### config.mk
export PLATFORM = sky130hd
export DESIGN_NAME = bmrg_back
export DESIGN_NICKNAME = d
export VERILOG_FILES = /design/src/rtl/bmrg_pkg.sv /design/src/rtl/bmrg_back.sv
export VERILOG_INCLUDE_DIRS = /design/src /design/src/rtl
export SDC_FILE = /design/constraint.sdc
export NUM_CORES = 2
export LEC_CHECK = 0
export ABC_AREA = 1
export BUFFER_PORTS_ARGS = -buffer_cell sky130_fd_sc_hd__buf_4
export CAP_MARGIN = 20
export CORE_MARGIN = 2
export CORE_UTILIZATION = 51
export CTS_CLUSTER_DIAMETER = 40
export DETAILED_ROUTE_END_ITERATION = 8
export PLACE_DENSITY_LB_ADDON = 0.12
export SYNTH_ARGS = -nofsm -noshare
export SYNTH_HDL_FRONTEND = slang
export SYNTH_SLANG_ARGS = --single-unit
### constraint.sdc
create_clock -name aclk -period 11.6 [get_ports aclk]
set_input_delay 2.32 -clock aclk [delete_from_list [all_inputs] [get_ports aclk]]
set_output_delay 2.32 -clock aclk [all_outputs]
set_load 0.02 [all_outputs]
### src/rtl/bivariate_monomial_row_generator_unit_defines.svh
// Assertion macros used by the bmrg_back module.
`ifndef BIVARIATE_MONOMIAL_ROW_GENERATOR_UNIT_DEFINES_SVH
`define BIVARIATE_MONOMIAL_ROW_GENERATOR_UNIT_DEFINES_SVH

// The consequent must hold in the same cycle as the antecedent.
`define BMRG_ASSERT_IMPLY(label, ante, cons) \
    label: assert property (@(posedge aclk) disable iff (!aresetn) (ante) |-> (cons)) \
        else $error("bmrg: same-cycle check failed");

// The consequent must hold in the cycle after the antecedent.
`define BMRG_ASSERT_NEXT(label, ante, cons) \
    label: assert property (@(posedge aclk) disable iff (!aresetn) (ante) |=> (cons)) \
        else $error("bmrg: next-cycle check failed");

`endif

### src/rtl/bmrg_pkg.sv
package bmrg_pkg;

    localparam int MAX_DEGREE   = 9;
    localparam int FRAC_BITS    = 16;
    localparam int TABLE_DEPTH  = MAX_DEGREE + 1;
    localparam int DATA_W       = 32;
    localparam int EXP_W        = 4;
    localparam int CNT_W        = 6;
    localparam int PROD_W       = 2 * DATA_W;
    localparam int SHIFT_W      = PROD_W - FRAC_BITS;
    localparam int QUEUE_SLOTS  = 2;
    localparam int SLOT_W       = $clog2(QUEUE_SLOTS);
    localparam int QCNT_W       = $clog2(QUEUE_SLOTS + 1);
    localparam int OFIFO_DEPTH  = 8;
    localparam int OFIFO_PTR_W  = $clog2(OFIFO_DEPTH);
    localparam int OFIFO_CNT_W  = $clog2(OFIFO_DEPTH + 1);
    localparam int CFG_IDX_W    = 1;
    localparam int CFG_DATA_W   = CNT_W;

    typedef logic signed [DATA_W-1:0] fix_t;
    typedef logic signed [PROD_W-1:0] prod_t;
    typedef logic [EXP_W-1:0]         exp_t;
    typedef logic [CNT_W-1:0]         cnt_t;

    localparam logic [CFG_IDX_W-1:0] CFG_DEGREE      = 1'd0;
    localparam logic [CFG_IDX_W-1:0] CFG_POINT_COUNT = 1'd1;

    localparam exp_t DEGREE_RESET      = 4'd2;
    localparam cnt_t POINT_COUNT_RESET = 6'd6;

    localparam fix_t FIX_ONE = fix_t'(1) <<< FRAC_BITS;

    localparam logic signed [SHIFT_W-1:0] SAT_HI =
        {{(SHIFT_W - DATA_W + 1){1'b0}}, {(DATA_W - 1){1'b1}}};
    localparam logic signed [SHIFT_W-1:0] SAT_LO =
        {{(SHIFT_W - DATA_W + 1){1'b1}}, {(DATA_W - 1){1'b0}}};

    typedef enum logic [1:0] {
        F_IDLE,
        F_MUL,
        F_RND
    } front_state_t;

    typedef struct packed {
        logic we;
        exp_t addr;
        fix_t x_val;
        fix_t y_val;
    } tbl_wr_t;

    typedef struct packed {
        logic push;
        logic mismatch;
    } q_push_t;

    typedef struct packed {
        logic not_full;
        logic not_empty;
        logic mismatch;
    } q_status_t;

    // Round to nearest with ties upwards, then saturate to the data width.
    function automatic fix_t fx_round(input prod_t p);
        prod_t                     biased;
        logic signed [SHIFT_W-1:0] shifted;
        fix_t                      res;
        biased  = p + (prod_t'(1) <<< (FRAC_BITS - 1));
        shifted = biased[PROD_W-1:FRAC_BITS];
        if (shifted > SAT_HI) begin
            res = SAT_HI[DATA_W-1:0];
        end else if (shifted < SAT_LO) begin
            res = SAT_LO[DATA_W-1:0];
        end else begin
            res = shifted[DATA_W-1:0];
        end
        return res;
    endfunction

    // Number of monomials of total degree up to d.
    function automatic cnt_t tri_count(input exp_t d);
        logic [2*EXP_W+1:0] prod;
        prod = (2*EXP_W+2)'({1'b0, d} + 5'd1) * (2*EXP_W+2)'({1'b0, d} + 5'd2);
        return cnt_t'(prod >> 1);
    endfunction

endpackage

### src/rtl/bmrg_back.sv
`include "bivariate_monomial_row_generator_unit_defines.svh"

module bmrg_back import bmrg_pkg::*; (
    input  logic      aclk,
    input  logic      aresetn,
    input  q_status_t q_status,
    input  exp_t      degree,
    output logic      q_pop,
    output exp_t      rd_ex,
    output exp_t      rd_ey,
    input  fix_t      rd_x,
    input  fix_t      rd_y,
    output logic      m_valid,
    input  logic      m_ready,
    output fix_t      m_monomial,
    output exp_t      m_x_power,
    output exp_t      m_y_power,
    output logic      m_last_in_row,
    output logic      m_count_mismatch
);

    typedef struct packed {
        exp_t x_pow;
        exp_t y_pow;
        logic last;
        logic mis;
    } meta_t;

    typedef struct packed {
        fix_t monomial;
        meta_t meta;
    } out_item_t;

    exp_t                   s_reg, ex_reg;
    exp_t                   ey;
    logic                   last;
    logic                   issue;
    logic                   v1_reg, v2_reg;
    meta_t                  meta_now, meta1_reg, meta2_reg;
    prod_t                  prod_reg;
    out_item_t              fifo_mem [OFIFO_DEPTH];
    out_item_t              fifo_head;
    logic [OFIFO_PTR_W-1:0] fifo_wr_reg, fifo_rd_reg;
    logic [OFIFO_CNT_W-1:0] fifo_cnt_reg;
    logic [OFIFO_CNT_W:0]   occupancy;
    logic                   fifo_pop;

    assign ey    = s_reg - ex_reg;
    assign last  = q_status.mismatch || ((s_reg == degree) && (ex_reg == '0));
    assign occupancy = {1'b0, fifo_cnt_reg} + (OFIFO_CNT_W+1)'(v1_reg)
                     + (OFIFO_CNT_W+1)'(v2_reg);
    assign issue = q_status.not_empty && (occupancy < (OFIFO_CNT_W+1)'(OFIFO_DEPTH));
    assign q_pop = issue && last;
    assign rd_ex = ex_reg;
    assign rd_ey = ey;

    assign meta_now.x_pow = ex_reg;
    assign meta_now.y_pow = ey;
    assign meta_now.last  = last;
    assign meta_now.mis   = q_status.mismatch;

    assign fifo_pop         = m_valid && m_ready;
    assign fifo_head        = fifo_mem[fifo_rd_reg];
    assign m_valid          = (fifo_cnt_reg != '0);
    assign m_monomial       = fifo_head.monomial;
    assign m_x_power        = fifo_head.meta.x_pow;
    assign m_y_power        = fifo_head.meta.y_pow;
    assign m_last_in_row    = fifo_head.meta.last;
    assign m_count_mismatch = fifo_head.meta.mis;

    always_ff @(posedge aclk) begin
        if (!aresetn) begin
            s_reg        <= '0;
            ex_reg       <= '0;
            v1_reg       <= 1'b0;
            v2_reg       <= 1'b0;
            fifo_wr_reg  <= '0;
            fifo_rd_reg  <= '0;
            fifo_cnt_reg <= '0;
        end else begin
            v1_reg <= issue;
            v2_reg <= v1_reg;
            if (issue) begin
                if (last) begin
                    s_reg  <= '0;
                    ex_reg <= '0;
                end else if (ex_reg == '0) begin
                    s_reg  <= s_reg + EXP_W'(1);
                    ex_reg <= s_reg + EXP_W'(1);
                end else begin
                    ex_reg <= ex_reg - EXP_W'(1);
                end
            end
            if (v2_reg) begin
                fifo_wr_reg <= fifo_wr_reg + OFIFO_PTR_W'(1);
            end
            if (fifo_pop) begin
                fifo_rd_reg <= fifo_rd_reg + OFIFO_PTR_W'(1);
            end
            if (v2_reg && !fifo_pop) begin
                fifo_cnt_reg <= fifo_cnt_reg + OFIFO_CNT_W'(1);
            end else if (fifo_pop && !v2_reg) begin
                fifo_cnt_reg <= fifo_cnt_reg - OFIFO_CNT_W'(1);
            end
        end
    end

    always_ff @(posedge aclk) begin
        meta1_reg <= meta_now;
        meta2_reg <= meta1_reg;
        prod_reg  <= rd_x * rd_y;
        if (v2_reg) begin
            fifo_mem[fifo_wr_reg].monomial <= meta2_reg.mis ? '0 : fx_round(prod_reg);
            fifo_mem[fifo_wr_reg].meta     <= meta2_reg;
        end
    end

    `BMRG_ASSERT_IMPLY(a_fifo_bound, 1'b1, fifo_cnt_reg <= OFIFO_CNT_W'(OFIFO_DEPTH))
    `BMRG_ASSERT_IMPLY(a_error_item, m_valid && m_count_mismatch, m_last_in_row && (m_monomial == '0))
    `BMRG_ASSERT_IMPLY(a_exp_sum, m_valid && !m_count_mismatch, ({1'b0, m_x_power} + {1'b0, m_y_power}) <= {1'b0, degree})
    `BMRG_ASSERT_NEXT(a_walk_moves, issue && !last, (s_reg != '0) || (ex_reg != '0))

endmodule

==> results.sh <==
export IMPL_synth_edf_count=336
export IMPL_synth_nets=7646
export IMPL_rsz0062_at_grt="false"
export IMPL_ant_nets=0
export IMPL_worstRegToRegCells=15
export IMPL_worstMarginPinSlew_ps=1092
export IMPL_die_h_um=332.3
export IMPL_max_freq_mhz=103.4
export IMPL_cts_buffers=48
export IMPL_grt_use_total_pct=27.04
export IMPL_ys_types=43
export IMPL_setup_viol=0
export IMPL_clk_pin_slew_worst_paths_ps=60
export IMPL_tritoncts="built"
export IMPL_crit_type="in -> reg"
export IMPL_holdPathStages=0
export IMPL_syn_inst=6296
export IMPL_post_cts_resized=0
export IMPL_cp_required_ps=12050
export IMPL_hpwlAfterDp_um=111100
export IMPL_fin_setup_tns_ps=0
export IMPL_hp_start="meta1_reg[2]"
export IMPL_dr_total_vias=39770
export IMPL_maxSlewViolCount=0
export IMPL_cts_buffer_depth=3
export IMPL_place_area_um2=56870
export IMPL_grt_pass1_wl_um=235000
export IMPL_area_growth_pct=6.390
export IMPL_drive_above_1_share_pct=4.260
export IMPL_largest_reg_flops=336
export IMPL_final_common_cell="inv_1"
export IMPL_finClkSkew_ps=26.28
export IMPL_ios=126
export IMPL_postCtsSetupBuffers=0
export IMPL_min_period_over_period_pct=83.34
export IMPL_n_antenna_cell=0
export IMPL_dr_pass1_iters=5
export IMPL_clkLatencyLatePin_ps=580
export IMPL_remaining_drc_errors=0
export IMPL_r2r_start="prod_reg[15]"
export IMPL_postLayoutCellArea_um2=58480
export IMPL_holdCritPathClass="reg -> reg"
export IMPL_drt_total_wl_um=142600
export IMPL_worstPathArrival_ps=10120
export IMPL_synth_main_ff_cell="edfxtp_1"
export IMPL_fin_crit_ps=9668
export IMPL_antenna_found_initial=4
export IMPL_nets=7578
export IMPL_worst_setup_path_start_kind="primary input"
export IMPL_grt_max_degree=97
export IMPL_final_cell_mix="inv_1, nand2_1, fa_1"
export IMPL_initialDrtViolationCount=2826
export IMPL_hold_violations=0
export IMPL_start_util_pct=51.34
export IMPL_cts_htree_levels=2
export IMPL_overflow=0
export IMPL_synth_area_um2=54960
export IMPL_syn_avg_cell_area_um2=8.730
export IMPL_yosys_warnings=0
export IMPL_gp_congestion=0.9422
export IMPL_async_flop_share_pct=0
export IMPL_end_kind="register"
export IMPL_synth_seq_cells=428
export IMPL_post_drt_wl_per_cell_um=18.59
export IMPL_critPathLaunch="rd_x[31]"
export IMPL_fin_util_pct=54.62
export IMPL_grt_pass1_vias=43240
export IMPL_slew_headroom_pct=27.22
export IMPL_worstPathMaxFanout=32
export IMPL_numPortBuffers=124
export IMPL_core_area_um2=107100
export IMPL_row_count=120
export IMPL_cts_hold_buffers=0
export IMPL_root_buffer="clkbuf_16"
export IMPL_drt_vias_per_instance=5.184
export IMPL_cap_violations=0
export IMPL_cts_sink_count=428
export IMPL_run_status="finished, final reports clean"
export IMPL_yosysSeqAreaShare_pct=21.71
export IMPL_die_x_um=332.3
export IMPL_die_area_um2=110400
-- per-layer routing --
metal	vias up	share of wire, %	wire length (µm)	GRT usage (%)
li1	18270	-	-	-
met4	0	2.0	2809	5.348
met5	-	0	0	0
met2	1030	49	69170	45.99
met3	202	5.1	7250	2.651
met1	20260	44	63380	38.01
-- critical path, cell delays in order --
cell and delay [ps]:
buf_4 350, nand2_1 210, inv_1 130, fa_1 390, inv_1 250, fa_1 470, inv_1 220, fa_1 490
fa_1 840, inv_1 400, fa_1 590, inv_1 60, fa_1 540, inv_1 50, fa_1 480, inv_1 50
fa_1 450, ha_1 410, nand2_1 150, nor2_1 170, inv_1 100, nor3_1 360, nand2_1 160, nor2_1 200
a211oi_1 80, nand3_1 120, nand2_1 50
-- Yosys cell counts (63+ instances only) --
cell | number | area share (%)
nor2_1 | 558 | 3.8
a21oi_1 | 144 | 1.3
inv_1 | 1647 | 11
edfxtp_1 | 336 | 18
o21ai_0 | 249 | 2.3
ha_1 | 193 | 4.4
fa_1 | 1083 | 39
nand2_1 | 1356 | 9.3
clkbuf_1 | 249 | 1.7
nand3_1 | 64 | 0.58
dfxtp_1 | 92 | 3.4
xor2_1 | 63 | 1.0
-- final timing paths --
| path | slack [ps] | endpoint |
|---|---|---|
| worst min-delay path | 320 | meta2_reg[2] |
| worst max register to register | 8030 | fifo_mem[1][21] |
| worst min register to register | 320 | meta2_reg[2] |
| worst max-delay path | 1930 | prod_reg[60] |
-- logic make-up (layout without fill, tap and decap cells) --
family / after synthesis / after routing / synth area share [%]
XOR/XNOR: 92 / 92 / 1.466
AND/OR/NAND/NOR: 2053 / 2053 / 14.55
buffers and inverters: 1914 / 1886 / 13.12
flip-flops: 428 / 428 / 21.71
AO/OA/AOI/OAI: 533 / 533 / 5.320
adder cells (fa/ha/maj): 1276 / 1276 / 43.84
-- through the flow --
step	hold WS (ps)	worst slack, ps	cells
floorplan	309.6	2532	6296
global placement	310.3	1354	7581
detailed placement	326.6	1264	7581
CTS	310.4	1847	7671
global route	318.4	1374	7671
finish	318.8	1932	7671
-- final cells by class --
cell class,count,area (µm²)
multi-input cells,3954,35880
well taps,1403,1755
repair buffers,148,1111
clock buffers,74,1429
flip-flops and latches,428,11940
inverters,1648,6188
clock inverters,16,173.9
fillers,9958,48580
Power is not shown: default switching activity piles up to over one toggle a cycle in this logic, so the estimate is an artifact.
