**config.mk**
```make
export PLATFORM = sky130hd
export DESIGN_NAME = bmrg_queue
export DESIGN_NICKNAME = d
export VERILOG_FILES = /design/src/rtl/bivariate_monomial_row_generator_unit_defines.svh /design/src/rtl/bmrg_pkg.sv /design/src/rtl/bmrg_queue.sv
export SDC_FILE = /design/constraint.sdc
export NUM_CORES = 1
export LEC_CHECK = 0
export BUFFER_PORTS_ARGS = -buffer_cell sky130_fd_sc_hd__buf_2
export CORE_MARGIN = 2
export CORE_UTILIZATION = 30
export DETAILED_ROUTE_END_ITERATION = 12
export SYNTH_ARGS = -nofsm -noshare
export SYNTH_HDL_FRONTEND = slang
export SYNTH_SLANG_ARGS = --single-unit
```
**constraint.sdc**
```tcl
create_clock -name aclk -period 6.35 [get_ports aclk]
set_input_delay 0.3175 -clock aclk [delete_from_list [all_inputs] [get_ports aclk]]
set_output_delay 0.3175 -clock aclk [all_outputs]
set_load 0.05 [all_outputs]
```
**src/rtl/bivariate_monomial_row_generator_unit_defines.svh**
```systemverilog
// Assertion macros used by the bmrg_back module.
`ifndef BIVARIATE_MONOMIAL_ROW_GENERATOR_UNIT_DEFINES_SVH
`define BIVARIATE_MONOMIAL_ROW_GENERATOR_UNIT_DEFINES_SVH

// The consequent must hold in the same cycle as the antecedent.
`define BMRG_ASSERT_IMPLY(label, ante, cons) \
    label: assert property (@(posedge aclk) disable iff (!aresetn) (ante) |-> (cons)) \
        else $error("bmrg: same-cycle check failed");

// The consequent must hold in the cycle after the antecedent.
`define BMRG_ASSERT_NEXT(label, ante, cons) \
    label: assert property (@(posedge aclk) disable iff (!aresetn) (ante) |=> (cons)) \
        else $error("bmrg: next-cycle check failed");

`endif

```
**src/rtl/bmrg_pkg.sv**
```systemverilog
package bmrg_pkg;

    localparam int MAX_DEGREE   = 9;
    localparam int FRAC_BITS    = 16;
    localparam int TABLE_DEPTH  = MAX_DEGREE + 1;
    localparam int DATA_W       = 32;
    localparam int EXP_W        = 4;
    localparam int CNT_W        = 6;
    localparam int PROD_W       = 2 * DATA_W;
    localparam int SHIFT_W      = PROD_W - FRAC_BITS;
    localparam int QUEUE_SLOTS  = 2;
    localparam int SLOT_W       = $clog2(QUEUE_SLOTS);
    localparam int QCNT_W       = $clog2(QUEUE_SLOTS + 1);
    localparam int OFIFO_DEPTH  = 8;
    localparam int OFIFO_PTR_W  = $clog2(OFIFO_DEPTH);
    localparam int OFIFO_CNT_W  = $clog2(OFIFO_DEPTH + 1);
    localparam int CFG_IDX_W    = 1;
    localparam int CFG_DATA_W   = CNT_W;

    typedef logic signed [DATA_W-1:0] fix_t;
    typedef logic signed [PROD_W-1:0] prod_t;
    typedef logic [EXP_W-1:0]         exp_t;
    typedef logic [CNT_W-1:0]         cnt_t;

    localparam logic [CFG_IDX_W-1:0] CFG_DEGREE      = 1'd0;
    localparam logic [CFG_IDX_W-1:0] CFG_POINT_COUNT = 1'd1;

    localparam exp_t DEGREE_RESET      = 4'd2;
    localparam cnt_t POINT_COUNT_RESET = 6'd6;

    localparam fix_t FIX_ONE = fix_t'(1) <<< FRAC_BITS;

    localparam logic signed [SHIFT_W-1:0] SAT_HI =
        {{(SHIFT_W - DATA_W + 1){1'b0}}, {(DATA_W - 1){1'b1}}};
    localparam logic signed [SHIFT_W-1:0] SAT_LO =
        {{(SHIFT_W - DATA_W + 1){1'b1}}, {(DATA_W - 1){1'b0}}};

    typedef enum logic [1:0] {
        F_IDLE,
        F_MUL,
        F_RND
    } front_state_t;

    typedef struct packed {
        logic we;
        exp_t addr;
        fix_t x_val;
        fix_t y_val;
    } tbl_wr_t;

    typedef struct packed {
        logic push;
        logic mismatch;
    } q_push_t;

    typedef struct packed {
        logic not_full;
        logic not_empty;
        logic mismatch;
    } q_status_t;

    // Round to nearest with ties upwards, then saturate to the data width.
    function automatic fix_t fx_round(input prod_t p);
        prod_t                     biased;
        logic signed [SHIFT_W-1:0] shifted;
        fix_t                      res;
        biased  = p + (prod_t'(1) <<< (FRAC_BITS - 1));
        shifted = biased[PROD_W-1:FRAC_BITS];
        if (shifted > SAT_HI) begin
            res = SAT_HI[DATA_W-1:0];
        end else if (shifted < SAT_LO) begin
            res = SAT_LO[DATA_W-1:0];
        end else begin
            res = shifted[DATA_W-1:0];
        end
        return res;
    endfunction

    // Number of monomials of total degree up to d.
    function automatic cnt_t tri_count(input exp_t d);
        logic [2*EXP_W+1:0] prod;
        prod = (2*EXP_W+2)'({1'b0, d} + 5'd1) * (2*EXP_W+2)'({1'b0, d} + 5'd2);
        return cnt_t'(prod >> 1);
    endfunction

endpackage

```
**src/rtl/bmrg_queue.sv**
```systemverilog
module bmrg_queue import bmrg_pkg::*; (
    input  logic      aclk,
    input  logic      aresetn,
    input  tbl_wr_t   tbl_wr,
    input  q_push_t   q_push,
    input  logic      q_pop,
    input  exp_t      rd_ex,
    input  exp_t      rd_ey,
    output q_status_t q_status,
    output fix_t      rd_x,
    output fix_t      rd_y
);

    fix_t              x_mem [QUEUE_SLOTS][TABLE_DEPTH];
    fix_t              y_mem [QUEUE_SLOTS][TABLE_DEPTH];
    logic              mis_reg [QUEUE_SLOTS];
    logic [SLOT_W-1:0] wr_ptr_reg, rd_ptr_reg;
    logic [QCNT_W-1:0] count_reg, count_next;
    fix_t              rd_x_reg, rd_y_reg;

    assign q_status.not_full  = (count_reg != QCNT_W'(QUEUE_SLOTS));
    assign q_status.not_empty = (count_reg != '0);
    assign q_status.mismatch  = mis_reg[rd_ptr_reg];
    assign rd_x = rd_x_reg;
    assign rd_y = rd_y_reg;

    always_comb begin
        count_next = count_reg;
        if (q_push.push && !q_pop) begin
            count_next = count_reg + QCNT_W'(1);
        end else if (q_pop && !q_push.push) begin
            count_next = count_reg - QCNT_W'(1);
        end
    end

    always_ff @(posedge aclk) begin
        if (!aresetn) begin
            wr_ptr_reg <= '0;
            rd_ptr_reg <= '0;
            count_reg  <= '0;
        end else begin
            count_reg <= count_next;
            if (q_push.push) begin
                wr_ptr_reg <= wr_ptr_reg + SLOT_W'(1);
            end
            if (q_pop) begin
                rd_ptr_reg <= rd_ptr_reg + SLOT_W'(1);
            end
        end
    end

    always_ff @(posedge aclk) begin
        if (q_push.push) begin
            mis_reg[wr_ptr_reg] <= q_push.mismatch;
        end
    end

    always_ff @(posedge aclk) begin
        if (tbl_wr.we) begin
            x_mem[wr_ptr_reg][tbl_wr.addr] <= tbl_wr.x_val;
            y_mem[wr_ptr_reg][tbl_wr.addr] <= tbl_wr.y_val;
        end
        rd_x_reg <= x_mem[rd_ptr_reg][rd_ex];
        rd_y_reg <= y_mem[rd_ptr_reg][rd_ey];
    end

endmodule

```
==> impl_metrics.csv, run 1 <==
group,metric,value,unit
yosys,synth_top_area_share,75.80,%
yosys,synthTopCellsByCount,"edfxtp_1 (1282), mux2i_1 (320), mux4_2 (192)",
cells_and_area,final_cells,4997,
grt,overflow,0,
power,p_int,0.01479,W
yosys,synth-edff-count,1282,
floorplanning,core_area,168700,sq um
clock_tree,htree_levels,4,
place,place.gp.congestion,0.7217,
cells_and_area,top_regs,"x_mem: 640 flops, y_mem: 640 flops",
floorplanning,start_util,30.10,%
yosys,ys_warn_count,0,
clock_tree,cts_buffer_depth,3,
floorplanning,die-area,172600,sq um
min_path,min_path_cells,5,
clock_tree,cts_buffers,136,
grt,grt_pass1_vias,24710,
sta,clock.fmax,346.0,MHz
route,vias_per_cell,4.781,
floorplanning,io_pins,149,
sta,fin_tns_setup,0,ps
sta,fin_skew,21.39,ps
route,drt_iter0_drc,2050,
place,dp_cells,4677,
sta,slew_viol_final,0,
clock_tree,insertion_delay,750,ps
yosys,netlist_instances,2384,
yosys,synth_top_cell_by_area,"edfxtp_1",
sta,hold_viol,0,
sta,setup_viol,0,
worst_setup_path,critPathKind,"reg -> reg",
sta,max-slew-margin-rel,26.64,%
clock_tree,clock_sinks,1351,
cells_and_area,drive_gt1_share,22.25,%
place,dp_hpwl,66.49,mm
yosys,yosysMostFrequentCell,"edfxtp_1",
min_path,hold_path_class,"in -> reg",
yosys,avgSynthCellArea,21.30,sq um
power,comb_power_share,6.6,%
route,drtAntennaViolNets,0,
yosys,synth-async-reset-ratio,0,%
grt,met2_usage,23.38,%
flow_run,cap_violations,0,
yosys,synth_mux_area_share,14.84,%
yosys,synthAdderAreaFrac,0.02464,%
yosys,ys.flop_type,"edfxtp_1",
yosys,synthesis.nets,2467,
yosys,synth_area_leaders,"edfxtp_1 (76%), mux4_2 (8.5%), mux2i_1 (6.3%), dfxtp_1 (2.7%), a22oi_1 (1.9%)",
route,vias,23890,
place,io_buffers,148,
power,seqPwrFrac,52.4,%
route,dr.pass1.iters,8,
yosys,yosys.area_share.xor_xnor,0.05173,%
cells_and_area,area_delta_synth_final,16.22,%
route,remaining_drc_errors,0,
outcome,status,"finished, final reports clean",
grt,grt.busiest_layer,"met2",
power,leakage,18.59,nW
power,power,0.01893,W
yosys,synth_top_family_by_area,"multiplexers",
grt,grt_util_all_layers,13.60,%
clock_tree,cts_tree,"yes",
floorplanning,rows,151,
clock_tree,ctsResizeCount,0,
worst_setup_path,critPathMaxFanout,47,
power,max-vdd-ir-drop,0.2670,mV
power,p_sw,0.004139,W
worst_setup_path,cp-end-kind,"register",
worst_setup_path,critical_path_arrival,3250,ps
worst_setup_path,cp.required,6710,ps
worst_setup_path,start_kind,"register",
grt,antenna_found_initial,10,
worst_setup_path,reg2regPathDepth,3,
route,wl_per_cell,23.74,um
yosys,synth_compound_area_share,2.877,%
power,pwr-share-clk,40.9,%
sta,rsz0062_at_grt,"false",
clock_tree,path_clk_slew,60,ps
yosys,synth_seq_cells,1351,
power,powerDensity,320.7,nW/um^2
yosys,yosysUniqueCellTypes,33,
grt,grt_max_degree,99,
grt,grt_pass1_wl,173.4,mm
sta,fin_crit_sh,45.51,%
clock_tree,root_buffer,"clkbuf_16",
yosys,synth-simple-area-share,1.683,%
cells_and_area,nets,2748,
grt,met1_usage,17.64,%
grt,use_met3,2.309,%
yosys,ys_seq_area_share,78.52,%
place,placed_cell_area,54040,sq um
cells_and_area,fin_area,59030,sq um
floorplanning,die_w,415.5,um
route,wirelength,118.6,mm
sta,worst_slew_pin_slew,1100,ps
power,p_sw_share,21.86,%
yosys,syn_area,50790,sq um
floorplanning,die_h,415.5,um
sta,post-route-min-period,2890,ps
stage by stage:
stage / utilization [%] / hold WS [ps] / setup slack (ps)
CTS: 34.98 / 135.3 / 3323
floorplan: - / 416.4 / 431.2
finish: 34.99 / 194.5 / 3460
global route: 34.98 / 184.7 / 3283
global placement: 32.03 / 501.6 / 3139
detailed placement: 32.03 / 520.1 / 3113
path summary, 6_finish.rpt:
kind                      from            to  slack (ps)
setup / recovery    wr_ptr_reg  x_mem[0][54]        3460
hold / removal        rd_ex[2]       rd_x[5]         190
setup reg to reg    wr_ptr_reg  x_mem[0][54]        3460
hold reg to reg   count_reg[1]  count_reg[1]         520
critical path, stage by stage (launching register included):
cell and delay (ps):
dfxtp_1 430, or3_1 550, nor2_4 610, buf_4 870
per-layer routing:
metal,vias up,wire length (um)
met5,-,21
met4,4,2563
met3,166,5616
met2,627,60420
met1,12660,50010
li1,10440,-
area by class of cell:
cell class / instances / area (sq um)
Inverter: 3 / 11.26
Tap cell: 2218 / 2775
Sequential cell: 1351 / 39880
Fill cell: 15610 / 109700
Antenna cell: 1 / 2.502
Clock inverter: 51 / 442.9
Timing Repair Buffer: 278 / 1954
Multi-Input combinational cell: 895 / 10100
Clock buffer: 200 / 3861
placed cells by master (no fill, tap or decap), types with 3 or more instances in the layout:
master	n
and2_1	5
nand2b_1	3
clkinv_8	4
nor3_2	7
nor2_4	15
mux2i_1	320
bufinv_16	6
nand2_1	68
dlygate4sd3_1	68
dfxtp_1	68
inv_6	5
clkbuf_16	142
or2_2	3
buf_2	146
clkbuf_8	9
edfxtp_1	1282
o211ai_1	64
a22oi_1	128
nand3_1	64
nand3b_1	3
clkinv_2	12
clkinv_1	23
clkbuf_1	49
nor2b_4	6
mux4_2	192
inv_1	3
buf_4	59
buf_12	5
timing repair:
item,4_1_cts,5_1_grt
hold buffers,68,0
buffers inserted,0,0
endpoints found under the hold margin,1289,0
power by group through the flow:
stage	registers (W)	logic [W]	clock network, W
6_report	0.00992	0.00126	0.00775
3_5_place_dp	0.0101	0.00125	0
4_1_cts	0.00993	0.00129	0.00791
3_3_place_gp	0.0101	0.00123	0
2_1_floorplan	0.0102	0.000741	0
5_1_grt	0.00993	0.00135	0.00825
cells by family after synthesis:
logic type,count (synthesis)
mux,513
flops,1351
simple gates,183
compound gates,195
buf+inv,138
xor+xnor,3
fa+ha+maj,1
Note: power is estimated with default switching activity, not from simulation.
==> run 2: changes to the inputs <==
==> constraint.sdc (replaced) <==
create_clock -name aclk -period 2.4 [get_ports aclk]
set_input_delay 0.12 -clock aclk [delete_from_list [all_inputs] [get_ports aclk]]
set_output_delay 0.12 -clock aclk [all_outputs]
set_load 0.05 [all_outputs]
==> impl_metrics.csv, run 2 (same netlist as run 1, synthesis figures left out) <==
group,metric,value,unit
cells_and_area,mostFrequentLayoutCell,"edfxtp_1",
route,remaining_drc_errors,0,
grt,grt_util_all_layers,13.76,%
power,powerDensity,839.1,nW/um^2
min_path,hold_path_class,"in -> reg",
sta,fin_crit_sh,93.25,%
cells_and_area,area_delta_synth_final,18.80,%
worst_setup_path,critical_path.cell_chain,"buf_12, buf_6, mux4_2, mux2i_1, o211ai_1, dlygate4sd3_1",
flow_run,cap_violations,0,
clock_tree,path_clk_slew,60,ps
floorplanning,io_pins,149,
worst_setup_path,slowest_stage,"dlygate4sd3_1",
clock_tree,htree_levels,4,
clock_tree,cts_buffer_depth,3,
grt,grt_pass1_vias,25060,
route,wl_per_cell,23.75,um
clock_tree,cts_setup_buffers,0,
route,drt_iter0_drc,2248,
outcome,status,"finished, final reports clean",
route,vias_per_cell,4.806,
cells_and_area,top_regs,"x_mem: 640 flops, y_mem: 640 flops",
cells_and_area,final_cell_mix,"edfxtp_1 (1282), mux2i_1 (320), mux4_2 (192)",
grt,overflow,0,
sta,worst_slew_pin_slew,877.8,ps
cells_and_area,drive_gt1_share,24.25,%
cells_and_area,nets,2809,
clock_tree,cts_tree,"yes",
sta,slew_viol_final,0,
worst_setup_path,critical_path_arrival,2870,ps
route,vias,24310,
grt,grt_max_degree,63,
floorplanning,core_area,168700,sq um
clock_tree,root_buffer,"clkbuf_16",
sta,max-slew-margin-rel,41.34,%
sta,fin_skew,23.83,ps
power,leakage,19.16,nW
grt,grt_pass1_wl,173.8,mm
worst_setup_path,cp-end-kind,"register",
power,power,0.05063,W
worst_setup_path,critPathKind,"reg -> reg",
floorplanning,start_util,30.10,%
route,wirelength,120.2,mm
cells_and_area,antenna_cells,0,
clock_tree,cts_buffers,138,
sta,fin_tns_setup,0,ps
clock_tree,clock_sinks,1351,
floorplanning,die-area,172600,sq um
sta,clock.fmax,446.8,MHz
place,io_buffers,148,
clock_tree,insertion_delay,750,ps
worst_setup_path,cp.required,3040,ps
floorplanning,die_h,415.5,um
worst_setup_path,start_kind,"register",
sta,rsz0062_at_grt,"false",
place,place.gp.congestion,0.7014,
worst_setup_path,cp_slowest_stage_delay,550,ps
sta,hold_viol,0,
sta,setup_viol,0,
place,dp_hpwl,66.04,mm
floorplanning,die_w,415.5,um
route,dr.pass1.iters,5,
power,max-vdd-ir-drop,0.7025,mV
min_path,worstHoldStart,"rd_ex[1]",
sta,post-route-min-period,2238,ps
floorplanning,rows,151,
route,drtAntennaViolNets,0,
worst_setup_path,critPathMaxFanout,15,
grt,antenna_found_initial,12,
[run 2: report_power, final]
part	internal, W	leakage [nW]	switching [W]
clock network	0.0121	2.16	0.00881
logic	0.00138	4.87	0.00214
registers	0.0261	12.1	0.000143
[run 2: critical path: cells and delay by family, from the launching register on]
kind	cells	cell delay (ps)
multiplexers	2	660
buffers and inverters	3	920
flip-flops	1	420
AO/OA/AOI/OAI	1	90
[run 2: area by class of cell]
type                    instances  area [sq um]
fillers                     15500        108400
flip-flops and latches       1351         39880
multi-input cells             895         10160
clock buffers                 197          3963
repair buffers                337          3077
well taps                    2218          2775
clock inverters                58         467.9
inverters                       3         11.26
[run 2: worst paths after layout]
path	to	slack, ps	depth (start not counted)
setup / recovery	rd_y[12]	160	6
hold / removal	rd_x[13]	110	4
setup reg to reg	rd_y[12]	160	6
hold reg to reg	count_reg[1]	520	2
[run 2: routing by layer]
layer | share of wire (%) | global-route usage [%]
met1 | 43 | 18.08
met2 | 50 | 23.32
met3 | 4.8 | 2.353
met4 | 2.4 | 4.058
met5 | 0.022 | 0
[run 2: per-stage QoR]
step                instance area, sq um  worst slack (ps)  hold slack (ps)  cells  utilization (%)
finish                             60340             162.1            112.7   5059            35.76
global route                       60340             22.93            106.2   5059            35.76
CTS                                60350             32.04            42.20   5061            35.77
detailed placement                 55120             287.6            325.3   4726            32.67
global placement                   55120             319.2            314.5   4726            32.67
floorplan                          50990            -458.8            218.9   2384                -
[run 2: repair_timing]
item                       in CTS  in global routing
hold endpoints to repair     1344                  0
hold buffers                   80                  0
setup endpoints to repair       0                  2
resized for setup               0                  1
==> run 3: changes to the inputs <==
--- a/config.mk
+++ b/config.mk
@@ -5,10 +5,13 @@
 export SDC_FILE = /design/constraint.sdc
 export NUM_CORES = 1
 export LEC_CHECK = 0
+export ABC_AREA = 1
 export BUFFER_PORTS_ARGS = -buffer_cell sky130_fd_sc_hd__buf_2
 export CORE_MARGIN = 2
 export CORE_UTILIZATION = 30
 export DETAILED_ROUTE_END_ITERATION = 12
+export PLACE_DENSITY_LB_ADDON = 0.2
+export SLEW_MARGIN = 20
 export SYNTH_ARGS = -nofsm -noshare
 export SYNTH_HDL_FRONTEND = slang
 export SYNTH_SLANG_ARGS = --single-unit
==> impl_metrics.csv, run 3 <==
group,metric,value,unit
sta,hold_slack,125.0,ps
worst_setup_path,cp-end-kind,"register",
yosys,synth_area_leaders,"edfxtp_1 (68%), nand2_1 (12%), inv_1 (6.4%), nand3_1 (5.7%), dfxtp_1 (2.4%)",
sta,clock.fmax,467.6,MHz
yosys,avgSynthCellArea,10.61,sq um
power,p_sw,0.01246,W
yosys,ys_seq_area_share,70.43,%
yosys,synth_top_area_share,67.99,%
yosys,synthTopCellsByCount,"nand2_1 (1742), edfxtp_1 (1282), inv_1 (973)",
power,p_sw_share,23.63,%
worst_setup_path,critical_path_arrival,2810,ps
clock_tree,cts_buffers,155,
place,io_buffers,148,
yosys,yosysMostFrequentCell,"nand2_1",
yosys,synth-async-reset-ratio,0,%
floorplanning,start_util,30.18,%
worst_setup_path,critical_path_buf_inv_count,4,
route,wl_per_cell,19.74,um
clock_tree,htree_levels,4,
grt,grt_max_degree,113,
sta,max-slew-margin-rel,42.16,%
floorplanning,die_w,438.5,um
yosys,netlist_instances,5336,
cells_and_area,final_cell_mix,"nand2_1 (1742), edfxtp_1 (1282), inv_1 (971)",
worst_setup_path,critical_path.cell_chain,"buf_4, buf_12, nand2_1, nand3_1, nand2_1, nand2_1, nand2_1, inv_1, nand2_1, nand2_1, dlygate4sd3_1, nand2_1",
floorplanning,die-area,192200,sq um
sta,post-route-min-period,2139,ps
cells_and_area,drive_gt1_share,9.134,%
cells_and_area,fin_area,66850,sq um
route,remaining_drc_errors,0,
route,wirelength,162.3,mm
worst_setup_path,critPathKind,"reg -> reg",
grt,overflow,0,
yosys,yosysUniqueCellTypes,20,
worst_setup_path,reg2regPathDepth,12,
sta,worst_slew_pin_slew,864.8,ps
worst_setup_path,r2r_end,"rd_y[23]",
min_path,min_path_cells,2,
power,power,0.05273,W
worst_setup_path,crit_path_frequent_cell,"nand2_1",
grt,antenna_found_initial,6,
power,leakage,27.96,nW
worst_setup_path,critPathMaxFanout,63,
sta,hold_viol,0,
sta,slew_viol_final,0,
route,vias,36450,
route,drtAntennaViolNets,0,
sta,fin_tns_setup,0,ps
cells_and_area,top_regs,"x_mem: 640 flops, y_mem: 640 flops",
yosys,synth_top_cell_by_area,"edfxtp_1",
worst_setup_path,cp_slowest_stage_delay,550,ps
route,dr.pass1.iters,5,
clock_tree,path_clk_slew,60,ps
sta,rsz0062_at_grt,"false",
place,dp_hpwl,85.71,mm
sta,setup_viol,0,
power,powerDensity,788.9,nW/um^2
floorplanning,rows,159,
clock_tree,cts_tree,"yes",
power,pwr-share-clk,42.6,%
floorplanning,core_area,187600,sq um
yosys,syn_area,56620,sq um
clock_tree,cts_buffer_depth,3,
yosys,synth_seq_cells,1351,
place,placed_cell_area,61150,sq um
sta,fin_skew,19.90,ps
yosys,ys_warn_count,0,
cells_and_area,final.fill_count,18650,
cells_and_area,antenna_cells,0,
outcome,status,"finished, final reports clean",
worst_setup_path,critical_path.top_delay_family,"buffers and inverters",
route,drt_iter0_drc,2397,
cells_and_area,mostFrequentLayoutCell,"nand2_1",
clock_tree,clock_sinks,1351,
worst_setup_path,slowest_stage,"dlygate4sd3_1",
worst_setup_path,start_kind,"register",
place,place.gp.congestion,0.7358,
clock_tree,insertion_delay,780,ps
power,max-vdd-ir-drop,0.6951,mV
yosys,synthesis.nets,5419,
cells_and_area,area_delta_synth_final,18.05,%
min_path,worstHoldStart,"q_push[0]",
yosys,synth-edff-count,1282,
worst_setup_path,r2r_setup_slack,260,ps
route,vias_per_cell,4.433,
floorplanning,die_h,438.5,um
place,dp_cells,7851,
cells_and_area,nets,5684,
grt,grt_pass1_wl,241.1,mm
cells_and_area,final_cells,8221,
yosys,ys.flop_type,"edfxtp_1",
worst_setup_path,cp.required,3070,ps
power,p_int,0.04027,W
power,seqPwrFrac,49.7,%
min_path,min_to,"mis_reg[1]",
clock_tree,root_buffer,"clkbuf_16",
sta,fin_crit_sh,89.11,%
grt,grt_pass1_vias,35730,
min_path,hold_path_class,"in -> reg",
floorplanning,io_pins,149,
grt,grt_util_all_layers,16.83,%
flow_run,cap_violations,0,
power,comb_power_share,7.7,%
-- run 3: changes by cell type after synthesis, sizes merged, moves of 64 or more --
cell	delta
nand2	+1674
mux4	-192
nand3	+579
buf	+117
a22oi	-128
o22ai	+64
mux2i	-320
nor2	+131
o211ai	-64
inv	+973
o21ai	+130
-- run 3: worst max-delay path by stage --
stage,from,depth (start not counted),end
2_1_floorplan,tbl_wr[67],2,x_mem[0][100]
3_3_place_gp,tbl_wr[66],7,y_mem[1][271]
3_5_place_dp,tbl_wr[66],7,y_mem[1][263]
4_1_cts,register,5,q_status[0]
5_1_grt,register,12,rd_y[23]
6_report,register,12,rd_y[23]
-- run 3: worst register-to-register path, stage by stage, from the launching register on --
cell           delay, ps
dfxtp_4              460
buf_4                160
buf_12               260
nand2_1              150
nand3_1               90
nand2_1               60
nand2_1               50
nand2_1               60
inv_1                 50
nand2_1               50
nand2_1               60
dlygate4sd3_1        550
nand2_1               50
-- run 3: cells by family after synthesis --
kind of cell / after synthesis / synth area share, %
adders and majority gates: 1 / 0.02209
and+or+nand+nor: 2547 / 18.34
buffers and inverters: 1238 / 9.309
AOI/OAI and AO/OA: 199 / 1.900
DFF: 1351 / 70.43
-- run 3: timing repair --
action | 4_1_cts | 5_1_grt
gates cloned | 1 | 0
endpoints found under the setup margin | 1 | 1
resized for setup | 6 | 2
hold buffers | 83 | 0
setup buffers | 0 | 5
endpoints found under the hold margin | 1356 | 0
pin swaps | 0 | 0
-- run 3: through the flow --
stage	setup slack (ps)	utilization (%)
final	261.3	35.63
after global routing	82.22	35.63
after CTS	13.82	35.62
after detailed placement	118.2	32.60
after global placement	139.6	32.58
after floorplan	-435.1	-
-- run 3: area by class of cell --
| class | count | area, sq um | area share [%] |
|---|---|---|---|
| clock buffers | 229 | 4385 | 6.561 |
| repair buffers | 368 | 3651 | 5.462 |
| multi-input cells | 2747 | 11720 | 17.53 |
| well taps | 2495 | 3122 | 4.670 |
| inverters | 978 | 3697 | 5.531 |
| flip-flops and latches | 1351 | 39880 | 59.66 |
| clock inverters | 53 | 391.6 | 0.5859 |
-- run 3: layer usage --
layer	up-vias	track usage [%]	wire length [um]	part of all wire [%]
met5	-	0	13	0.0080
met4	2	3.821	2628	1.6
met3	191	2.499	6086	3.8
met2	622	28.70	79250	49
met1	17880	22.56	74290	46
li1	17750	-	-	-
-- run 3: power by group through the flow --
stage	logic (W)	registers (W)	clock network, W
3_5_place_dp	0.00395	0.0267	0
3_3_place_gp	0.00394	0.0267	0
2_1_floorplan	0.00210	0.0271	0
4_1_cts	0.00411	0.0262	0.0231
5_1_grt	0.00449	0.0262	0.0240
6_report	0.00404	0.0262	0.0225
